<file path="config.mk">
export PLATFORM = sky130hd
export DESIGN_NAME = mouse_report_serial_transmitter
export DESIGN_NICKNAME = d
export VERILOG_FILES = /design/src/hdl/mrst_pkg.sv /design/src/hdl/mouse_report_serial_transmitter.sv
export SDC_FILE = /design/constraint.sdc
export NUM_CORES = 1
export LEC_CHECK = 0
export BUFFER_PORTS_ARGS = -buffer_cell sky130_fd_sc_hd__buf_2
export CORE_MARGIN = 5
export CORE_UTILIZATION = 54
export DETAILED_ROUTE_END_ITERATION = 8
export PLACE_DENSITY_LB_ADDON = 0.1
export SLEW_MARGIN = 20
export SYNTH_ARGS = -nofsm -noshare
export SYNTH_HDL_FRONTEND = slang
export SYNTH_SLANG_ARGS = --single-unit
</file>
<file path="constraint.sdc">
create_clock -name clock -period 2.6 [get_ports clock]
set_input_delay 0.52 -clock clock [delete_from_list [all_inputs] [get_ports clock]]
set_output_delay 0.52 -clock clock [all_outputs]
set_load 0.02 [all_outputs]
</file>
<file path="src/hdl/mrst_pkg.sv">
package mrst_pkg;

   // Frame and report geometry
   localparam int FRAME_BYTES = 3;
   localparam int DELTA_WIDTH = 12;

   // Width of the tick delay counter
   localparam int WAIT_WIDTH = 17;

   // Axis saturation limits
   localparam int SAT_MAX = 127;
   localparam int SAT_MIN = -128;

   // Low status bits come straight from the buttons
   localparam logic [7:0] BUTTON_MASK = 8'h0F;

   // Configuration register indexes
   localparam logic [1:0] REG_BIT_TICKS = 2'd0;
   localparam logic [1:0] REG_FRAME_GAP = 2'd1;
   localparam logic [1:0] REG_SECONDARY = 2'd2;

   // Register reset values
   localparam logic [15:0] BIT_TICKS_RESET = 16'd208;
   localparam logic [15:0] FRAME_GAP_RESET = 16'd20000;

   // Transmit sequencer phases
   typedef enum logic [2:0] {
      PH_IDLE,
      PH_LOAD,
      PH_START,
      PH_DATA,
      PH_STOP,
      PH_END
   } phase_type;

   // Build {Y, X, status} from one movement report; Y is negated
   function automatic logic [23:0] make_report(
      input logic [DELTA_WIDTH-1:0] x_raw,
      input logic [DELTA_WIDTH-1:0] y_raw,
      input logic [3:0]             btn
   );
      logic signed [DELTA_WIDTH:0] xs;
      logic signed [DELTA_WIDTH:0] ys;
      logic signed [DELTA_WIDTH:0] sat_hi;
      logic signed [DELTA_WIDTH:0] sat_lo;
      logic [7:0]                  st;
      logic [7:0]                  xb;
      logic [7:0]                  yb;
      sat_hi = (DELTA_WIDTH+1)'(SAT_MAX);
      sat_lo = (DELTA_WIDTH+1)'(SAT_MIN);
      xs = $signed({x_raw[DELTA_WIDTH-1], x_raw});
      ys = -$signed({y_raw[DELTA_WIDTH-1], y_raw});
      st = {3'b000, x_raw[8], 4'b0000} | ({4'b0000, btn} & BUTTON_MASK);
      xb = xs[7:0];
      yb = ys[7:0];
      if (xs > sat_hi) begin
         xb = sat_hi[7:0];
         st[4] = 1'b1;
      end
      if (xs < sat_lo) begin
         xb = sat_lo[7:0];
         st[5] = 1'b1;
      end
      if (ys > sat_hi) begin
         yb = sat_hi[7:0];
         st[6] = 1'b1;
      end
      if (ys < sat_lo) begin
         yb = sat_lo[7:0];
         st[7] = 1'b1;
      end
      return {yb, xb, st};
   endfunction

endpackage

</file>
<file path="src/hdl/mouse_report_serial_transmitter.sv">
// Latency: the response to a request is valid in the cycle after the request is taken.
// Throughput: one request per cycle unless the response is held; each request updates the
// sequencer state once, and the output register frees its slot in the same cycle it is read.
// Serial timing is counted in tick requests, not clock cycles.
// Reset (synchronous, active high): sequencer idle, line high, no pending report,
// bit_ticks 208, frame_gap_ticks 20000, primary mode.
module mouse_report_serial_transmitter
   import mrst_pkg::*;
(
   input  logic        clock,
   input  logic        reset,
   // request channel
   input  logic        req_tvalid,
   output logic        req_tready,
   input  logic [31:0] req_tdata,  // ctrl_line, x_delta[11:0], y_delta[11:0], buttons[3:0], pad
   input  logic        req_tuser,  // cmd
   // response channel
   output logic        rsp_tvalid,
   input  logic        rsp_tready,
   output logic [7:0]  rsp_tdata,  // data_line, sending, frame_started, pad
   // configuration writes
   input  logic        csr_valid,
   output logic        csr_ready,
   input  logic [1:0]  csr_index,
   input  logic [15:0] csr_data
);

   // Request fields
   logic                   req_cmd;
   logic                   req_ctrl;
   logic [DELTA_WIDTH-1:0] req_x;
   logic [DELTA_WIDTH-1:0] req_y;
   logic [3:0]             req_buttons;
   logic                   req_fire;

   assign req_cmd     = req_tuser;
   assign req_ctrl    = req_tdata[0];
   assign req_x       = req_tdata[DELTA_WIDTH:1];
   assign req_y       = req_tdata[2*DELTA_WIDTH:DELTA_WIDTH+1];
   assign req_buttons = req_tdata[2*DELTA_WIDTH+4:2*DELTA_WIDTH+1];

   // Configuration registers
   logic [15:0] bit_ticks_ff;
   logic [15:0] frame_gap_ff;
   logic        secondary_ff;

   // Sequencer state
   phase_type             phase_ff, phase_in;
   logic [WAIT_WIDTH-1:0] wait_ff, wait_in;
   logic [7:0]            shift_ff, shift_in;
   logic [3:0]            bits_left_ff, bits_left_in;
   logic [1:0]            bytes_left_ff, bytes_left_in;
   logic [23:0]           frame_ff, frame_in;
   logic [23:0]           pending_ff, pending_in;
   logic                  report_valid_ff, report_valid_in;
   logic                  seen_high_ff, seen_high_in;
   logic                  line_ff, line_in;

   // Response register
   logic       rsp_valid_ff, rsp_valid_in;
   logic [2:0] rsp_data_ff;
   logic       started;

   // Tick decode
   logic tick;
   logic advance;
   logic seen_now;
   logic frame_go;

   assign csr_ready  = 1'b1;
   assign req_tready = !rsp_valid_ff || rsp_tready;
   assign req_fire   = req_tvalid && req_tready;

   assign tick     = req_fire && !req_cmd;
   assign advance  = tick && (((phase_ff == PH_IDLE) && !secondary_ff) ||
                              (wait_ff <= WAIT_WIDTH'(1)));
   assign seen_now = seen_high_ff || (!secondary_ff && req_ctrl);
   assign frame_go = secondary_ff || (seen_now && !req_ctrl);

   // Configuration write
   always_ff @(posedge clock) begin
      if (reset) begin
         bit_ticks_ff <= BIT_TICKS_RESET;
         frame_gap_ff <= FRAME_GAP_RESET;
         secondary_ff <= 1'b0;
      end else if (csr_valid && csr_ready) begin
         unique case (csr_index)
            REG_BIT_TICKS: bit_ticks_ff <= csr_data;
            REG_FRAME_GAP: frame_gap_ff <= csr_data;
            REG_SECONDARY: secondary_ff <= csr_data[0];
            default: ;
         endcase
      end
   end

   // Next phase
   always_comb begin
      phase_in = phase_ff;
      if (advance) begin
         unique case (phase_ff)
            PH_IDLE:  if (frame_go) phase_in = PH_LOAD;
            PH_LOAD:  phase_in = PH_START;
            PH_START: phase_in = PH_DATA;
            PH_DATA:  if (bits_left_ff == 4'd0) phase_in = PH_STOP;
            PH_STOP:  phase_in = PH_END;
            PH_END:   phase_in = (bytes_left_ff != 2'd0) ? PH_LOAD : PH_IDLE;
            default:  phase_in = PH_IDLE;
         endcase
      end
   end

   // Datapath and outputs for each phase
   always_comb begin
      wait_in         = wait_ff;
      shift_in        = shift_ff;
      bits_left_in    = bits_left_ff;
      bytes_left_in   = bytes_left_ff;
      frame_in        = frame_ff;
      pending_in      = pending_ff;
      report_valid_in = report_valid_ff;
      seen_high_in    = seen_high_ff;
      line_in         = line_ff;
      started         = 1'b0;
      if (req_fire && req_cmd) begin
         pending_in      = make_report(req_x, req_y, req_buttons);
         report_valid_in = 1'b1;
      end else if (advance) begin
         wait_in = '0;
         unique case (phase_ff)
            PH_IDLE: begin
               seen_high_in = seen_now;
               if (frame_go) begin
                  frame_in        = report_valid_ff ? pending_ff : 24'd0;
                  report_valid_in = 1'b0;
                  bytes_left_in   = 2'(FRAME_BYTES);
                  seen_high_in    = 1'b0;
                  started         = 1'b1;
               end
            end
            PH_LOAD: begin
               line_in       = 1'b1;
               shift_in      = frame_ff[7:0];
               frame_in      = {8'd0, frame_ff[23:8]};
               bits_left_in  = 4'd8;
               bytes_left_in = bytes_left_ff - 2'd1;
            end
            PH_START: begin
               line_in = 1'b0;
               wait_in = {1'b0, bit_ticks_ff};
            end
            PH_DATA: begin
               if (bits_left_ff != 4'd0) begin
                  line_in      = shift_ff[0];
                  shift_in     = {1'b0, shift_ff[7:1]};
                  wait_in      = {1'b0, bit_ticks_ff};
                  bits_left_in = bits_left_ff - 4'd1;
               end
            end
            PH_STOP: begin
               // two stop bits
               line_in = 1'b1;
               wait_in = {bit_ticks_ff, 1'b0};
            end
            PH_END: begin
               if (bytes_left_ff == 2'd0) wait_in = {1'b0, frame_gap_ff};
            end
            default: ;
         endcase
      end else if (tick) begin
         wait_in = wait_ff - WAIT_WIDTH'(1);
      end
   end

   // Sequencer registers
   always_ff @(posedge clock) begin
      if (reset) begin
         phase_ff        <= PH_IDLE;
         wait_ff         <= '0;
         shift_ff        <= '0;
         bits_left_ff    <= '0;
         bytes_left_ff   <= '0;
         frame_ff        <= '0;
         pending_ff      <= '0;
         report_valid_ff <= 1'b0;
         seen_high_ff    <= 1'b0;
         line_ff         <= 1'b1;
      end else begin
         phase_ff        <= phase_in;
         wait_ff         <= wait_in;
         shift_ff        <= shift_in;
         bits_left_ff    <= bits_left_in;
         bytes_left_ff   <= bytes_left_in;
         frame_ff        <= frame_in;
         pending_ff      <= pending_in;
         report_valid_ff <= report_valid_in;
         seen_high_ff    <= seen_high_in;
         line_ff         <= line_in;
      end
   end

   // Response register
   assign rsp_valid_in = req_fire || (rsp_valid_ff && !rsp_tready);

   always_ff @(posedge clock) begin
      if (reset) begin
         rsp_valid_ff <= 1'b0;
      end else begin
         rsp_valid_ff <= rsp_valid_in;
      end
   end

   always_ff @(posedge clock) begin
      if (req_fire) begin
         rsp_data_ff <= {started, (phase_in != PH_IDLE), line_in};
      end
   end

   assign rsp_tvalid = rsp_valid_ff;
   assign rsp_tdata  = {5'd0, rsp_data_ff};

   // Checks
   a_bits_bound: assert property (@(posedge clock) disable iff (reset)
      bits_left_ff <= 4'd8)
      else $error("bit counter out of range");

   a_load_no_wait: assert property (@(posedge clock) disable iff (reset)
      (phase_ff == PH_LOAD) |-> (wait_ff == '0))
      else $error("load phase entered with a pending delay");

   a_load_line_high: assert property (@(posedge clock) disable iff (reset)
      (tick && (phase_ff == PH_LOAD)) |=> line_ff)
      else $error("line not idle high after byte load");

   a_start_sending: assert property (@(posedge clock) disable iff (reset)
      (rsp_valid_ff && rsp_data_ff[2]) |-> rsp_data_ff[1])
      else $error("frame start reported while not sending");

endmodule

</file>
==> results_dict.tcl <==
set metrics [dict create \
    status "finished, final reports clean" \
    core_area_um2 10800 \
    route.vias.total 5695 \
    powerDensity_nw_per_um2 715 \
    fmax_ghz 0.404 \
    start_kind "register" \
    dieArea_um2 13200 \
    mostFrequentLayoutCells "154 x nand2_1, 119 x dfxtp_1, 76 x a21oi_1" \
    yosysUniqueCellTypes 64 \
    antenna_left 0 \
    nets 878 \
    hp-class "primary input to register" \
    cts.sinks 122 \
    max_slew_margin_pct 45.0 \
    layout.cells.most_common "nand2_1" \
    htreeDepth 4 \
    utilization_pct 64.1 \
    ir_worst_vdd_uv 460 \
    pwr-share-comb_pct 16.8 \
    hpwl_um 10100 \
    drc 0 \
    critPathMaxStageDelay_ps 430 \
    yosys_warnings 0 \
    initial_utilization_pct 54.9 \
    clockBufferDepth 2 \
    tritoncts "yes" \
    cts_resized 0 \
    crit_chain "ha_1 > o21ba_2 > or3_1 > nor3_2 > and4_1 > buf_4 > nor2_1 > a311oi_1" \
    nFillCells 929 \
    cts_hold_buf 0 \
    tightest_slew_ps 824 \
    slew_viol_final 0 \
    fin_worst_skew_ps 6.08 \
    cap_violations 0 \
    drtPass1Iterations 5 \
    ff2ff_path_depth 8 \
    ys_seq_area_share_pct 41.7 \
    insertion_delay_ps 520 \
    pwr-share-clk_pct 42.1 \
    ios 67 \
    wirelength_um 14900 \
    detail_route.vias_per_cell 5.90 \
    timing.final.crit_share_pct 95.1 \
    antennaDiodeCount 0 \
    period_needed_ps 2470 \
    placed_cells 936 \
    cp.depth 8 \
    setup_viol 0 \
    portBuffers 57 \
    final_cells 965 \
    synth_area_um2 5930 \
    power_uw 4950 \
    seqPwrFrac_pct 41.1 \
    place_ws_ps 190 \
    clk_pin_slew_ps 60 \
    cp-end-kind "register" \
    slowest_stage "dfxtp_1" \
    antenna_found_initial 0 \
    synth-async-reset-ratio_pct 0 \
    area_growth_syn_to_layout_pct 16.7 \
    crit_buf_inv 1 \
    ys_ff_latch 122 \
    grtUsageTotal_pct 23.1 \
    drt-initial-drc-count 567 \
    required_ps 3020 \
    syn_area_per_cell_um2 7.75 \
    p_leak_uw 0.00250 \
    synth_edf_count 3 \
    cp_top_family "simple AND/OR/NAND/NOR gates" \
    routedWlPerCell_um 15.4 \
    grt_max_degree 51 \
    cts_setup_buffers 0 \
    drive_gt1_share_pct 14.5 \
    dieWidth_um 115 \
    crit_arrival_ps 2890 \
    ys.flop_type "dfxtp_1" \
    holdPathStages 3 \
    gp_congestion 0.907 \
    fin_ws_ps 127 \
    row_count 38 \
    grt-ovfl-total 0 \
    grt_pass1_vias 5218 \
    rsz0062_at_grt "false" \
    power.internal_uw 3610 \
    grt_pass1_wl_um 24700 \
    synthCells 765 \
    switching_share_pct 27.1 \
    tns_ps 0 \
    power_switching_uw 1340 \
    die_y_um 115 \
    critPathMaxFanout 19 \
    criticalPathCategory "register to register" \
    numCtsBuffers 17 \
    clock-root-buffer "clkbuf_8" \
    hold_viol_final 0 \
]
[worst paths after layout]
path | slack, ps | start | endpoint
max | 130 | wait_ff[0] | shift_ff[5]
min | 230 | csr_data[9] | frame_gap_ff[9]
max reg2reg | 130 | wait_ff[0] | shift_ff[5]
min reg2reg | 450 | pending_ff[3] | pending_ff[3]
[synth_stat cells, types with 5 or more instances]
master | n | area (µm²)
nor2_1 | 56 | 210
a222oi_1 | 13 | 130
ha_1 | 7 | 87.6
o21ai_1 | 18 | 90.1
a31oi_1 | 6 | 37.5
buf_4 | 8 | 60.1
a21oi_1 | 76 | 380
a221oi_1 | 7 | 61.3
nand3b_1 | 11 | 82.6
buf_2 | 8 | 40.0
nor2b_1 | 9 | 56.3
dfxtp_1 | 119 | 2380
nor4_1 | 9 | 56.3
a311oi_1 | 25 | 219
nand2_1 | 154 | 578
xnor2_1 | 5 | 43.8
nand2b_1 | 15 | 93.8
o21ai_0 | 27 | 135
clkbuf_1 | 42 | 158
nor3b_1 | 6 | 45.0
inv_1 | 16 | 60.1
nand3_1 | 34 | 170
nor3_1 | 24 | 120
[registers in the layout (all words and copies together) (netlist names), 2 cells and up]
register       cells
shift_ff           8
bits_left_ff       4
frame_gap_ff      16
bit_ticks_ff      16
wait_ff           17
frame_ff          24
phase_ff           3
rsp_data_ff        3
bytes_left_ff      2
pending_ff        24
[cells by family after synthesis]
logic type | synth area share [%]
other | 0.127
xor gates and xnor gates | 1.33
AOI/OAI and AO/OA | 21.7
adders and majority gates | 1.48
and+or+nand+nor | 27.9
buffers and inverters | 5.49
muxes | 0.338
DFF | 41.7
[layer usage]
layer | vias to the layer above | wire [µm] | track usage [%]
li1 | 2831 | - | -
met1 | 2639 | 6960 | 32.4
met2 | 200 | 6650 | 34.2
met3 | 25 | 1000 | 5.37
met4 | 0 | 291 | 9.70
met5 | - | 0 | 0
[stage by stage]
stage / cell area, µm² / hold slack [ps]
after floorplan: 5940 / 432
after global placement: 6400 / 441
after detailed placement: 6400 / 449
after CTS: 6920 / 208
after global routing: 6920 / 222
final: 6920 / 226
[area by class of cell]
class	count	area, µm²	area share [%]
Inverter	16	60.1	0.868
Clock buffer	26	478	6.91
Multi-Input combinational cell	571	3150	45.6
Timing Repair Buffer	87	538	7.78
Clock inverter	3	40.0	0.579
Sequential cell	122	2470	35.7
Tap cell	140	175	2.53
[power groups by stage]
stage          clock [µW]  combinational, µW  sequential (µW)
2_1_floorplan           0                561             2050
3_3_place_gp            0                794             2070
3_5_place_dp            0                812             2070
4_1_cts              2110                822             2030
5_1_grt              2200                918             2050
6_report             2080                830             2040
[tightest hold or removal path: stages]
cell and delay [ps]:
buf_2 80, nand2_1 40, nand3b_1 60
(Power assumes the default switching activity.)
